$ cat config.mk
export PLATFORM = sky130hd
export DESIGN_NAME = rc_stick_command_interpreter_core
export DESIGN_NICKNAME = d
export VERILOG_FILES = /design/src/rtl/rcsci_pkg.sv /design/src/rtl/rc_stick_command_interpreter_core.sv /design/src/rtl/rcsci_div.sv
export SDC_FILE = /design/constraint.sdc
export NUM_CORES = 2
export LEC_CHECK = 0
export CORE_MARGIN = 2
export CORE_UTILIZATION = 65
export DETAILED_ROUTE_END_ITERATION = 12
export DONT_BUFFER_PORTS = 1
export GPL_TIMING_DRIVEN = 1
export PLACE_DENSITY = 0.81
export SLEW_MARGIN = 20
export SYNTH_ARGS = -nofsm -noshare
export SYNTH_HDL_FRONTEND = slang
export SYNTH_SLANG_ARGS = --single-unit
export TNS_END_PERCENT = 5
$ cat constraint.sdc
create_clock -name clk -period 17.9 [get_ports clk]
set_input_delay 0.895 -clock clk [delete_from_list [all_inputs] [get_ports clk]]
set_output_delay 0.895 -clock clk [all_outputs]
set_load 0.05 [all_outputs]
$ cat src/rtl/rcsci_pkg.sv
// Shared types and constants for the RC stick command interpreter.
// Holds register indexes, reset values, mode codes and the sequencer states.
// Depends on nothing; the divider and the core both use it.
`default_nettype none

package rcsci_pkg;

	// Default timing and switch threshold values for the top level parameters.
	localparam int unsigned REFRESH_PERIOD_US_DEF   = 20000;
	localparam int unsigned SWITCH_THRESHOLD_US_DEF = 1500;

	// Configuration port geometry.
	localparam int CFG_INDEX_W = 3;
	localparam int CFG_DATA_W  = 17;

	// Configuration register indexes.
	localparam logic [CFG_INDEX_W-1:0] REG_FIXED_WING         = 3'd0;
	localparam logic [CFG_INDEX_W-1:0] REG_STICK_CENTER       = 3'd1;
	localparam logic [CFG_INDEX_W-1:0] REG_PULSE_RANGE        = 3'd2;
	localparam logic [CFG_INDEX_W-1:0] REG_THROTTLE_BOTTOM    = 3'd3;
	localparam logic [CFG_INDEX_W-1:0] REG_MAX_ANGLE          = 3'd4;
	localparam logic [CFG_INDEX_W-1:0] REG_MAX_RATE           = 3'd5;
	localparam logic [CFG_INDEX_W-1:0] REG_OVERRIDE_DEVIATION = 3'd6;
	localparam logic [CFG_INDEX_W-1:0] REG_OVERRIDE_LAG_MS    = 3'd7;

	// Register reset values.
	localparam logic        FIXED_WING_RST         = 1'b0;
	localparam logic [11:0] STICK_CENTER_RST       = 12'd1500;
	localparam logic [11:0] PULSE_RANGE_RST        = 12'd1000;
	localparam logic [11:0] THROTTLE_BOTTOM_RST    = 12'd1000;
	localparam logic [13:0] MAX_ANGLE_RST          = 14'd3219;
	localparam logic [16:0] MAX_RATE_RST           = 17'd12868;
	localparam logic [11:0] OVERRIDE_DEVIATION_RST = 12'd100;
	localparam logic [15:0] OVERRIDE_LAG_MS_RST    = 16'd1000;

	// Attitude and yaw mode codes.
	localparam logic [1:0] MODE_ANGLE = 2'd0;
	localparam logic [1:0] MODE_RATE  = 2'd1;
	localparam logic [1:0] MODE_PASS  = 2'd2;

	// Axis order through the shared divider.
	localparam logic [1:0] AXIS_ROLL     = 2'd0;
	localparam logic [1:0] AXIS_PITCH    = 2'd1;
	localparam logic [1:0] AXIS_YAW      = 2'd2;
	localparam logic [1:0] AXIS_THROTTLE = 2'd3;

	// Throttle scale: thousandths of the span.
	localparam logic [17:0] THROTTLE_SCALE = 18'd1000;

	// Microseconds per millisecond for the override lag window.
	localparam logic [25:0] US_PER_MS = 26'd1000;

	// Divider geometry: magnitudes of all products fit in 30 bits.
	localparam int DIV_W     = 30;
	localparam int DIV_CNT_W = $clog2(DIV_W);
	localparam int DIVISOR_W = 12;

	// Sequencer states.
	typedef enum logic [2:0] {
		ST_IDLE,
		ST_CHECK,
		ST_MUL,
		ST_START,
		ST_WAIT,
		ST_OUT
	} rcsci_state_t;

endpackage

`default_nettype wire

$ cat src/rtl/rc_stick_command_interpreter_core.sv
// Top level of the RC stick command interpreter: rate limit, modes, override and scaling.
// Uses rcsci_pkg and the bit-serial divider rcsci_div.
//
// Channel  Direction  Handshake              Content
// in       receive    in_valid / in_stall    timestamp and eight pulse widths
// out      send       out_valid / out_stall  four commands, three modes, two flags
// cfg      receive    cfg_valid / cfg_ready  register index and write data
//
// One sample is taken at a time. A sample inside the refresh period is dropped in the
// check state, and the sequencer goes back to idle to take the next sample.
// An accepted sample runs four products through the one serial divider, one after another,
// and no new sample is taken until its result is loaded into the output register.
// The finished result waits in the output register while the next sample is taken.
// Reset restores the registers to their defaults and clears both time stamps.
`default_nettype none

module rc_stick_command_interpreter_core #(
	parameter int unsigned REFRESH_PERIOD_US   = rcsci_pkg::REFRESH_PERIOD_US_DEF,
	parameter int unsigned SWITCH_THRESHOLD_US = rcsci_pkg::SWITCH_THRESHOLD_US_DEF
) (
	input  wire logic                                 clk,
	input  wire logic                                 arst_n,
	// Sample requests.
	input  wire logic                                 in_valid,
	output logic                                      in_stall,
	input  wire logic [31:0]                          now_us,
	input  wire logic [11:0]                          roll_pulse,
	input  wire logic [11:0]                          pitch_pulse,
	input  wire logic [11:0]                          yaw_pulse,
	input  wire logic [11:0]                          throttle_pulse,
	input  wire logic [11:0]                          attitude_mode_pulse,
	input  wire logic [11:0]                          throttle_mode_pulse,
	input  wire logic [11:0]                          attitude_override_pulse,
	input  wire logic [11:0]                          throttle_override_pulse,
	// Command requests.
	output logic                                      out_valid,
	input  wire logic                                 out_stall,
	output logic signed [23:0]                        roll_command,
	output logic signed [23:0]                        pitch_command,
	output logic signed [23:0]                        yaw_command,
	output logic signed [15:0]                        throttle_command,
	output logic [1:0]                                attitude_mode,
	output logic [1:0]                                yaw_mode,
	output logic                                      throttle_mode,
	output logic                                      attitude_active,
	output logic                                      throttle_active,
	// Register writes.
	input  wire logic                                 cfg_valid,
	output logic                                      cfg_ready,
	input  wire logic [rcsci_pkg::CFG_INDEX_W-1:0]    cfg_index,
	input  wire logic [rcsci_pkg::CFG_DATA_W-1:0]     cfg_data
);

	localparam logic [31:0] REFRESH_US = 32'(REFRESH_PERIOD_US);
	localparam logic [11:0] SWITCH_US  = 12'(SWITCH_THRESHOLD_US);

	// Configuration registers.
	logic        fixed_wing_q;
	logic [11:0] stick_center_q;
	logic [11:0] pulse_range_q;
	logic [11:0] throttle_bottom_q;
	logic [13:0] max_angle_q;
	logic [16:0] max_rate_q;
	logic [11:0] override_deviation_q;
	logic [15:0] override_lag_ms_q;

	// Time stamps.
	logic [31:0] last_accept_q;
	logic [31:0] last_dev_q;

	// Sample held for the duration of the work.
	logic [31:0] now_q;
	logic [11:0] roll_q, pitch_q, yaw_q, thr_q;
	logic [11:0] att_sw_q, thr_sw_q, att_ovr_q, thr_ovr_q;

	// Working values.
	rcsci_pkg::rcsci_state_t state_q, state_d;
	logic [1:0]         axis_q;
	logic signed [12:0] dr_q, dp_q, dy_q, dt_q;
	logic [1:0]         amode_q, ymode_q;
	logic               tmode_q, aact_q, tact_q;
	logic [rcsci_pkg::DIV_W-1:0] prod_q;
	logic               neg_q;
	logic signed [23:0] rc_q, pc_q, yc_q;
	logic signed [15:0] tc_q;

	// Output register.
	logic               out_valid_q;
	logic signed [23:0] roll_cmd_q, pitch_cmd_q, yaw_cmd_q;
	logic signed [15:0] thr_cmd_q;
	logic [1:0]         att_mode_q, yaw_mode_q;
	logic               thr_mode_q, att_act_q, thr_act_q;

	// Sequencer outputs.
	logic in_take;
	logic div_start;
	logic out_load;

	// Divider interface.
	logic                        div_done;
	logic [rcsci_pkg::DIV_W-1:0] div_quot;
	logic [11:0]                 range_eff;

	// Check-stage values.
	logic [31:0]        since_accept, since_dev;
	logic               accept_ok, in_lag, att_sw_hi;
	logic [25:0]        lag_us;
	logic signed [12:0] dr_c, dp_c, dy_c, dt_c;
	logic [12:0]        dr_abs, dp_abs, dy_abs;
	logic               stick_moved;

	// Multiply-stage values.
	logic signed [12:0] mul_dev;
	logic [12:0]        mul_abs;
	logic [17:0]        mul_scale;
	logic [rcsci_pkg::DIV_W-1:0] mul_prod;

	// Saturation of the divider result.
	logic [rcsci_pkg::DIV_W-1:0] quot_neg;
	logic signed [23:0] sat24;
	logic signed [15:0] sat16;

	assign cfg_ready = 1'b1;

	// Register writes are taken in any cycle.
	always_ff @(posedge clk or negedge arst_n) begin
		if (!arst_n) begin
			fixed_wing_q         <= rcsci_pkg::FIXED_WING_RST;
			stick_center_q       <= rcsci_pkg::STICK_CENTER_RST;
			pulse_range_q        <= rcsci_pkg::PULSE_RANGE_RST;
			throttle_bottom_q    <= rcsci_pkg::THROTTLE_BOTTOM_RST;
			max_angle_q          <= rcsci_pkg::MAX_ANGLE_RST;
			max_rate_q           <= rcsci_pkg::MAX_RATE_RST;
			override_deviation_q <= rcsci_pkg::OVERRIDE_DEVIATION_RST;
			override_lag_ms_q    <= rcsci_pkg::OVERRIDE_LAG_MS_RST;
		end else if (cfg_valid && cfg_ready) begin
			case (cfg_index)
				rcsci_pkg::REG_FIXED_WING:         fixed_wing_q         <= cfg_data[0];
				rcsci_pkg::REG_STICK_CENTER:       stick_center_q       <= cfg_data[11:0];
				rcsci_pkg::REG_PULSE_RANGE:        pulse_range_q        <= cfg_data[11:0];
				rcsci_pkg::REG_THROTTLE_BOTTOM:    throttle_bottom_q    <= cfg_data[11:0];
				rcsci_pkg::REG_MAX_ANGLE:          max_angle_q          <= cfg_data[13:0];
				rcsci_pkg::REG_MAX_RATE:           max_rate_q           <= cfg_data[16:0];
				rcsci_pkg::REG_OVERRIDE_DEVIATION: override_deviation_q <= cfg_data[11:0];
				rcsci_pkg::REG_OVERRIDE_LAG_MS:    override_lag_ms_q    <= cfg_data[15:0];
				default: ;
			endcase
		end
	end

	// A zero span is treated as one.
	assign range_eff = (pulse_range_q == '0) ? 12'd1 : pulse_range_q;

	// Rate limit, stick deviations and the override lag window.
	assign since_accept = now_q - last_accept_q;
	assign accept_ok    = since_accept >= REFRESH_US;
	assign lag_us       = 26'(override_lag_ms_q) * rcsci_pkg::US_PER_MS;
	assign since_dev    = now_q - last_dev_q;
	assign in_lag       = since_dev < {6'b0, lag_us};
	assign att_sw_hi    = att_sw_q > SWITCH_US;

	assign dr_c = $signed({1'b0, roll_q})  - $signed({1'b0, stick_center_q});
	assign dp_c = $signed({1'b0, pitch_q}) - $signed({1'b0, stick_center_q});
	assign dy_c = $signed({1'b0, yaw_q})   - $signed({1'b0, stick_center_q});
	assign dt_c = $signed({1'b0, thr_q})   - $signed({1'b0, throttle_bottom_q});

	assign dr_abs = dr_c[12] ? 13'(-dr_c) : 13'(dr_c);
	assign dp_abs = dp_c[12] ? 13'(-dp_c) : 13'(dp_c);
	assign dy_abs = dy_c[12] ? 13'(-dy_c) : 13'(dy_c);

	assign stick_moved = (dr_abs > {1'b0, override_deviation_q}) ||
		(dp_abs > {1'b0, override_deviation_q}) ||
		(dy_abs > {1'b0, override_deviation_q});

	// Pick the deviation and the scale for the axis in work.
	always_comb begin
		case (axis_q)
			rcsci_pkg::AXIS_ROLL: begin
				mul_dev   = dr_q;
				mul_scale = (amode_q == rcsci_pkg::MODE_ANGLE) ?
					{3'b0, max_angle_q, 1'b0} : {max_rate_q, 1'b0};
			end
			rcsci_pkg::AXIS_PITCH: begin
				mul_dev   = dp_q;
				mul_scale = (amode_q == rcsci_pkg::MODE_ANGLE) ?
					{3'b0, max_angle_q, 1'b0} : {max_rate_q, 1'b0};
			end
			rcsci_pkg::AXIS_YAW: begin
				mul_dev   = dy_q;
				mul_scale = {max_rate_q, 1'b0};
			end
			default: begin
				mul_dev   = dt_q;
				mul_scale = rcsci_pkg::THROTTLE_SCALE;
			end
		endcase
	end

	assign mul_abs  = mul_dev[12] ? 13'(-mul_dev) : 13'(mul_dev);
	assign mul_prod = {18'b0, mul_abs[11:0]} * {12'b0, mul_scale};

	// Truncated quotient gets its sign back, then saturates to the field width.
	assign quot_neg = '0 - div_quot;

	always_comb begin
		if (neg_q) begin
			sat24 = (div_quot > 30'h0080_0000) ? 24'sh80_0000 : $signed(quot_neg[23:0]);
			sat16 = (div_quot > 30'h0000_8000) ? 16'sh8000 : $signed(quot_neg[15:0]);
		end else begin
			sat24 = (div_quot > 30'h007F_FFFF) ? 24'sh7F_FFFF : $signed(div_quot[23:0]);
			sat16 = (div_quot > 30'h0000_7FFF) ? 16'sh7FFF : $signed(div_quot[15:0]);
		end
	end

	rcsci_div u_div (
		.clk      (clk),
		.arst_n   (arst_n),
		.start    (div_start),
		.dividend (prod_q),
		.divisor  (range_eff),
		.done     (div_done),
		.quotient (div_quot)
	);

	// Sequencer state register.
	always_ff @(posedge clk or negedge arst_n) begin
		if (!arst_n) begin
			state_q <= rcsci_pkg::ST_IDLE;
		end else begin
			state_q <= state_d;
		end
	end

	// Next state and sequencer outputs.
	always_comb begin
		state_d   = state_q;
		in_stall  = 1'b1;
		in_take   = 1'b0;
		div_start = 1'b0;
		out_load  = 1'b0;
		case (state_q)
			rcsci_pkg::ST_IDLE: begin
				in_stall = 1'b0;
				if (in_valid) begin
					in_take = 1'b1;
					state_d = rcsci_pkg::ST_CHECK;
				end
			end
			rcsci_pkg::ST_CHECK: begin
				state_d = accept_ok ? rcsci_pkg::ST_MUL : rcsci_pkg::ST_IDLE;
			end
			rcsci_pkg::ST_MUL: begin
				state_d = rcsci_pkg::ST_START;
			end
			rcsci_pkg::ST_START: begin
				div_start = 1'b1;
				state_d   = rcsci_pkg::ST_WAIT;
			end
			rcsci_pkg::ST_WAIT: begin
				if (div_done) begin
					state_d = (axis_q == rcsci_pkg::AXIS_THROTTLE) ?
						rcsci_pkg::ST_OUT : rcsci_pkg::ST_MUL;
				end
			end
			rcsci_pkg::ST_OUT: begin
				if (!out_valid_q || !out_stall) begin
					out_load = 1'b1;
					state_d  = rcsci_pkg::ST_IDLE;
				end
			end
			default: begin
				state_d = rcsci_pkg::ST_IDLE;
			end
		endcase
	end

	// Time stamps and the axis counter are control state.
	always_ff @(posedge clk or negedge arst_n) begin
		if (!arst_n) begin
			last_accept_q <= '0;
			last_dev_q    <= '0;
			axis_q        <= rcsci_pkg::AXIS_ROLL;
		end else begin
			if (state_q == rcsci_pkg::ST_CHECK && accept_ok) begin
				last_accept_q <= now_q;
				axis_q        <= rcsci_pkg::AXIS_ROLL;
				if (!(att_ovr_q > SWITCH_US) && !in_lag && stick_moved) begin
					last_dev_q <= now_q;
				end
			end
			if (state_q == rcsci_pkg::ST_WAIT && div_done) begin
				axis_q <= axis_q + 2'd1;
			end
		end
	end

	// Sample capture, mode decode and the per-axis results.
	always_ff @(posedge clk) begin
		if (in_take) begin
			now_q     <= now_us;
			roll_q    <= roll_pulse;
			pitch_q   <= pitch_pulse;
			yaw_q     <= yaw_pulse;
			thr_q     <= throttle_pulse;
			att_sw_q  <= attitude_mode_pulse;
			thr_sw_q  <= throttle_mode_pulse;
			att_ovr_q <= attitude_override_pulse;
			thr_ovr_q <= throttle_override_pulse;
		end
		if (state_q == rcsci_pkg::ST_CHECK) begin
			dr_q <= dr_c;
			dp_q <= dp_c;
			dy_q <= dy_c;
			dt_q <= dt_c;
			if (fixed_wing_q) begin
				amode_q <= rcsci_pkg::MODE_PASS;
				ymode_q <= rcsci_pkg::MODE_PASS;
				tmode_q <= 1'b0;
			end else begin
				amode_q <= att_sw_hi ? rcsci_pkg::MODE_ANGLE : rcsci_pkg::MODE_RATE;
				ymode_q <= rcsci_pkg::MODE_RATE;
				tmode_q <= thr_sw_q > SWITCH_US;
			end
			aact_q <= (att_ovr_q > SWITCH_US) || in_lag || stick_moved;
			tact_q <= thr_ovr_q > SWITCH_US;
		end
		if (state_q == rcsci_pkg::ST_MUL) begin
			prod_q <= mul_prod;
			neg_q  <= mul_dev[12];
		end
		if (state_q == rcsci_pkg::ST_WAIT && div_done) begin
			case (axis_q)
				rcsci_pkg::AXIS_ROLL:  rc_q <= sat24;
				rcsci_pkg::AXIS_PITCH: pc_q <= sat24;
				rcsci_pkg::AXIS_YAW:   yc_q <= sat24;
				default:               tc_q <= sat16;
			endcase
		end
	end

	// Output valid flag.
	always_ff @(posedge clk or negedge arst_n) begin
		if (!arst_n) begin
			out_valid_q <= 1'b0;
		end else if (out_load) begin
			out_valid_q <= 1'b1;
		end else if (!out_stall) begin
			out_valid_q <= 1'b0;
		end
	end

	// Output payload; passthrough axes carry the raw deviation.
	always_ff @(posedge clk) begin
		if (out_load) begin
			roll_cmd_q  <= (amode_q == rcsci_pkg::MODE_PASS) ?
				{{11{dr_q[12]}}, dr_q} : rc_q;
			pitch_cmd_q <= (amode_q == rcsci_pkg::MODE_PASS) ?
				{{11{dp_q[12]}}, dp_q} : pc_q;
			yaw_cmd_q   <= (ymode_q == rcsci_pkg::MODE_PASS) ?
				{{11{dy_q[12]}}, dy_q} : yc_q;
			thr_cmd_q   <= tc_q;
			att_mode_q  <= amode_q;
			yaw_mode_q  <= ymode_q;
			thr_mode_q  <= tmode_q;
			att_act_q   <= aact_q;
			thr_act_q   <= tact_q;
		end
	end

	assign out_valid        = out_valid_q;
	assign roll_command     = roll_cmd_q;
	assign pitch_command    = pitch_cmd_q;
	assign yaw_command      = yaw_cmd_q;
	assign throttle_command = thr_cmd_q;
	assign attitude_mode    = att_mode_q;
	assign yaw_mode         = yaw_mode_q;
	assign throttle_mode    = thr_mode_q;
	assign attitude_active  = att_act_q;
	assign throttle_active  = thr_act_q;

endmodule

`default_nettype wire

$ cat src/rtl/rcsci_div.sv
// Bit-serial restoring divider for unsigned magnitudes, one quotient bit per cycle.
// Uses rcsci_pkg for its widths; instantiated by the interpreter core.
`default_nettype none

module rcsci_div (
	input  wire logic                              clk,
	input  wire logic                              arst_n,
	input  wire logic                              start,
	input  wire logic [rcsci_pkg::DIV_W-1:0]       dividend,
	input  wire logic [rcsci_pkg::DIVISOR_W-1:0]   divisor,
	output logic                                   done,
	output logic [rcsci_pkg::DIV_W-1:0]            quotient
);

	localparam int W  = rcsci_pkg::DIV_W;
	localparam int DW = rcsci_pkg::DIVISOR_W;
	localparam int CW = rcsci_pkg::DIV_CNT_W;

	logic [W-1:0]  work_q;
	logic [DW-1:0] rem_q;
	logic [CW-1:0] cnt_q;
	logic          busy_q;
	logic          done_q;
	logic [DW+1:0] diff;
	logic          qbit;

	// Trial subtraction of the divisor from the shifted partial remainder.
	assign diff = {1'b0, rem_q, work_q[W-1]} - {2'b00, divisor};
	assign qbit = ~diff[DW+1];

	// Control: count the quotient bits and flag the cycle after the last one.
	always_ff @(posedge clk or negedge arst_n) begin
		if (!arst_n) begin
			busy_q <= 1'b0;
			done_q <= 1'b0;
			cnt_q  <= '0;
		end else begin
			done_q <= 1'b0;
			if (start) begin
				busy_q <= 1'b1;
				cnt_q  <= CW'(W - 1);
			end else if (busy_q) begin
				if (cnt_q == '0) begin
					busy_q <= 1'b0;
					done_q <= 1'b1;
				end else begin
					cnt_q <= cnt_q - 1'b1;
				end
			end
		end
	end

	// Datapath: the dividend shifts out at the top while quotient bits shift in.
	always_ff @(posedge clk) begin
		if (start) begin
			work_q <= dividend;
			rem_q  <= '0;
		end else if (busy_q) begin
			work_q <= {work_q[W-2:0], qbit};
			rem_q  <= qbit ? diff[DW-1:0] : {rem_q[DW-2:0], work_q[W-1]};
		end
	end

	assign done     = done_q;
	assign quotient = work_q;

endmodule

`default_nettype wire

[Word-level counts from Yosys, hierarchy flattened]
Index checks and enable logic that the tools add are counted.
Word-level totals
  input bits: 153
  bits in latches: 0
  bits in writable memories: 0
  output and inout bits: 98
  bits in read-only memories: 0
  memories kept: 0
  register bits: 616
Cells by class
  bitwise operators: 2
  add/sub/neg operators: 14
  magnitude comparators: 13
  equal/unequal tests: 22
  reductions and logical operators: 38
  div/mod/pow operators: 0
  shift-type cells: 0
  multiply operators: 2
  mux-type cells: 47
Operators with widths (count)
  24-bit two-way mux: 6
  32-bit subtractor: 2
  30-bit two-way mux: 2
  12-bit by 12-bit subtractor with 13-bit output: 4
  12-bit by 11-bit greater-than comparator with 1-bit output, second input constant: 4
  16-bit two-way mux: 3
  13-bit by 12-bit greater-than comparator with 1-bit output: 3
  13-bit two-way mux: 3
  13-bit negator: 3
  13-bit case mux with 3 select lines: 1
  12-bit two-way mux: 3
  18-bit case mux with 2 select lines: 1
  32-bit by 15-bit >= comparator with 1-bit output, second input constant: 1
  32-bit by 26-bit less-than comparator with 1-bit output: 1
  30-bit by 15-bit greater-than comparator with 1-bit output, second input constant: 1
  30-bit by 16-bit greater-than comparator with 1-bit output, second input constant: 1
  30-bit by 23-bit greater-than comparator with 1-bit output, second input constant: 1
  30-bit by 24-bit greater-than comparator with 1-bit output, second input constant: 1
  12-bit by 18-bit multiplier with 30-bit output: 1
  2-bit AND reduction: 14
  1-bit by 24-bit subtractor with 24-bit output, first input constant: 1
  16-bit by 7-bit multiplier with 23-bit output, second input constant: 1
  3-bit equality test, second input constant: 6
  18-bit two-way mux: 1
  other kinds (27): 73

[Longest topological paths before layout]
  depth after elaboration: 8
  mapped depth: 36

[By module]
A second synthesis with hierarchy kept.
Unflattened totals
  cells, all modules: 3656
  area, all modules: 40199.8 um^2
By module, submodules not included
  rc_stick_command_interpreter_core: cells an instance 3402, instances 1, area each 37415.9 um^2, sequential area each 16214.3 um^2
  rcsci_div: cells an instance 254, instances 1, area each 2783.9 um^2, sequential area each 1316.3 um^2

[Worst setup path before layout]
No wires, ideal clock.
  path type: flip-flop to flip-flop
  start point: register axis_q[0]
  end point: register prod_q[29] in the netlist's numbering, data pin
  data arrival time: 7.496 ns
  clock period less this slack: 7.756 ns
  cell stages (with the launch flop): 32
  path buffers: 3
  path slack: 10.144 ns
  cells stage by stage: dfrtp_1 > ha_1 > clkbuf_1 > a21oi_1 > nand2_1 > o21a_1 > clkbuf_1 > nor4_1 > a21oi_1 > xor2_1 > clkbuf_1 > nand2_1 > fa_1 > fa_1 > fa_1 > inv_1 > fa_1 > inv_1 > fa_1 > inv_1 > ha_1 > o21a_1 > o21ai_0 > a21oi_1 > o31a_1 > o211ai_1 > a31oi_1 > o21a_1 > nor2_1 > o2111ai_1 > a21oi_1 > xnor2_1
Between the ends
  word-level cells in the longest chain between the ends: 5
RTL lines
  start: declaration: RTL line rc_stick_command_interpreter_core.sv:78  | logic [1:0] axis_q;
  start signal: assignment: RTL line rc_stick_command_interpreter_core.sv:282  | axis_q <= rcsci_pkg::AXIS_ROLL;
  start signal: assignment: RTL line rc_stick_command_interpreter_core.sv:286  | axis_q <= rcsci_pkg::AXIS_ROLL;
  start signal: assignment: RTL line rc_stick_command_interpreter_core.sv:292  | axis_q <= axis_q + 2'd1;
  2-bit equality test, or another cell as far along: RTL line rc_stick_command_interpreter_core.sv:177  | case (axis_q)
  13-bit case mux with 3 select lines: RTL line rc_stick_command_interpreter_core.sv:177
  12-bit negator: RTL line rc_stick_command_interpreter_core.sv:199  | assign mul_abs = mul_dev[12] ? 13'(-mul_dev) : 13'(mul_dev);
  12-bit two-way mux: RTL line rc_stick_command_interpreter_core.sv:199
  12-bit by 18-bit multiplier with 30-bit output *: RTL line rc_stick_command_interpreter_core.sv:200  | assign mul_prod = {18'b0, mul_abs[11:0]} * {12'b0, mul_scale};
  net mul_prod (one bit): RTL line rc_stick_command_interpreter_core.sv:116  | logic [rcsci_pkg::DIV_W-1:0] mul_prod;
  end signal: assignment: RTL line rc_stick_command_interpreter_core.sv:328  | prod_q <= mul_prod;
  end: declaration: RTL line rc_stick_command_interpreter_core.sv:82  | logic [rcsci_pkg::DIV_W-1:0] prod_q;
Mark *: on every way through the listed nets, which the timed path passes. The rest lies on a longest branch.
A chain may end at the register's enable or synchronous reset.

[Final worst setup path]
Same ends and word-level chain as after synthesis.

==> flow_summary.toml <==
[outcome]
status = "complete, no violations"

[synth]
yosysWarnings = 0
synth_nets = 4379
syn_avg_cell_area_sq_um = 10.8
synth_top_area_cell = "edfxtp_1"
async_flop_share_pct = 28.1
yosys.area.top_type_share_pct = 32.2
synth.ff_latch_count = 615
ys_top_cells_by_area = "edfxtp_1 32%, fa_1 10%, ha_1 9.6%"
netlist_area_sq_um = 40100
synth_ff_type = "edfxtp_1"
ys_seq_area_share_pct = 43.8
ys_types = 80
synth_cells = 3707
synth_edf_count = 430

[power_and_ir_drop]
powerDensity_nw_per_um2 = 168
swShare_pct = 40.1
p_seq_share_pct = 23.6
power_frac_comb_pct = 56.5
p_sw_mw = 2.92
p_int_mw = 4.37
p_leak_nw = 18.3
ir_drop_mv = 0.252
fin_total_pwr_mw = 7.29
clkPwrFrac_pct = 19.9

[final_layout]
final_cell_mix = "463 x inv_1, 448 x nand2_1, 430 x edfxtp_1, 309 x ha_1, 210 x fa_1"
syn_to_final_growth_pct = 8.14
design_area_sq_um = 43300
final_common_cell = "inv_1"
final_layout_size_suffix_gt1_share_pct = 9.58
nets = 4374
final_cells = 4547
utilization_pct = 70.6

[timing]
setup_viol = 0
fmax_mhz = 111
fin_crit_sh_pct = 50.1
drv_slew = 0
hold-worst-slack_ps = 110
period_minus_slack_ps = 8970
worst_pin_slew_ps = 1170
setup_ws_ps = 8930
finClkSkew_ps = 26.5
rsz0062_at_grt = "no"
hold_viol = 0
relSlewSlack_pct = 20.7
finalSetupTns_ps = 0

[global_routing]
use_met2_pct = 46.9
grt_first_pass_wirelength_mm = 150
gr-max-usage-layer = "met2"
antenna_found_initial = 7
grt_pass1_vias = 27200
grt_usage_pct = 30.4
grt-ovfl-total = 0
gr-usage-met3_pct = 6.84
grtUsageMet1_pct = 42.8
grt_start_max_net_pins = 122

[clock_network]
cts_made_buffers = 67
htreeDepth = 3
cts_root_buffer = "clkbuf_16"
cts_max_path_buffers = 3
cts.clk_slew.worst_paths_ps = 60
numClockSinks = 615
postCtsResizedCells = 0
clk_latency_ps = 640
cts_tree = "done"

[setup_path]
worstPathRequired_ps = 18280
critPathMaxStageDelay_ps = 840
path_max_fanout = 15
cp-end-kind = "flop"
crit_top_cell = "inv_1"
arrival_ps = 9350
crit_path_top_delay_cell = "xor2_1"
cp-start-kind = "flop"
critical_path_class = "reg -> reg"

[routing]
drtIter0Drc = 2667
vias = 27900
routed_via_density = 6.14
wire_per_inst_microns = 20.8
drt.antenna.violating_nets = 0
drtPass1Iterations = 9
drc = 0
routed_wirelength_mm = 94.6

[placed_design]
place.gp.congestion = 0.954
io_buffers = 0
postPlaceCellArea_sq_um = 40900
dp_hpwl_mm = 70.4
dp_cells = 4421
place_ws_ps = 8830

[die]
rows = 91
core_sq_um = 61400
start_util_pct = 65.3
die_x_microns = 252
pin_count = 251
die_height_microns = 252
dieArea_sq_um = 63600

[min_path]
hold_class = "in -> async"

[flow_run]
max_cap_violations = 0
==> final cells by class <==
class                      count  area, sq um
multi-input combinational   2514        20400
inverter                     465         1750
sequential                   615        17500
fill                        4315        18000
clock inverter                40          533
antenna                        1         2.50
tap                          790          988
timing repair buffer          39          314
clock buffer                  83         1810
==> routing by layer <==
layer | share of wire, % | routed length (microns)
met5 | 0.033 | 31
met4 | 3.6 | 3390
met3 | 9.8 | 9240
met2 | 45 | 42200
met1 | 42 | 39800
==> timing repair <==
action / CTS / global route
buffers inserted: 0 / 0
hold buffers: 2 / 0
hold endpoints to repair: 121 / 0
==> cells by family (layout without fill, tap and decap cells) <==
family,Yosys count,count (layout),share of synthesized area (%)
simple gates,995,995,11.6
buf+inv,578,627,5.46
other cells,1,2,0.00936
fa+ha+maj,519,519,20.1
mux,164,164,4.56
xor+xnor,160,160,3.50
flops,615,615,43.8
compound gates,675,675,11.0
==> worst max-delay path: cells and delay by family, from the launching register on <==
family                     cells  cell delay, ps
AOI/OAI and AO/OA             12            2590
xor gates and xnor gates       2             920
adders and majority gates      7            3090
buffers and inverters          6             330
DFF                            1             400
and+or+nand+nor                4            1390
==> worst paths after layout <==
path                       depth (start not counted)             startpoint  slack [ps]                                 to
max                                               31  axis_q[0]$_DFFE_PN0P_        8930               prod_q[29]$_DFFE_PP_
min                                                0                 arst_n         110     stick_center_q[10]$_DFFE_PN1P_
max reg2reg                                       31  axis_q[0]$_DFFE_PN0P_        8930               prod_q[29]$_DFFE_PP_
min reg2reg                                        0     tc_q[11]$_DFFE_PP_         410     throttle_command[11]$_DFFE_PP_
max in group asynchronous                          1                 arst_n       17110  throttle_bottom_q[11]$_DFFE_PN0P_
min in group clk                                   0         pitch_pulse[9]         350               pitch_q[9]$_DFFE_PP_
==> flip-flops by register name, summed over array words and instances (netlist names), 29 cells and up <==
signal / cells
now_q: 32
last_accept_q: 32
prod_q: 29
u_div.quotient: 30
last_dev_q: 32
==> power groups by stage <==
| stage | logic, mW | clock network [mW] | registers (mW) |
|---|---|---|---|
| 2_1_floorplan | 3.28 | 0 | 1.73 |
| 3_3_place_gp | 3.93 | 0 | 1.75 |
| 3_5_place_dp | 4.06 | 0 | 1.75 |
| 4_1_cts | 4.11 | 1.46 | 1.72 |
| 5_1_grt | 4.70 | 1.52 | 1.73 |
| 6_report | 4.12 | 1.45 | 1.72 |
==> cells in the mapped netlist (all sizes together) (36+ instances only) <==
library cell	instances
o21ai	190
xor2	58
dfrtp	134
dfstp	39
nor2b	55
nand2b	41
a21oi	163
inv	464
nand3	36
nor3	58
and2	43
xnor2	102
edfxtp	430
nor2	190
fa	210
nand2	448
a21o	59
clkbuf	104
ha	309
mux2	149
(Power assumes the default switching activity.)
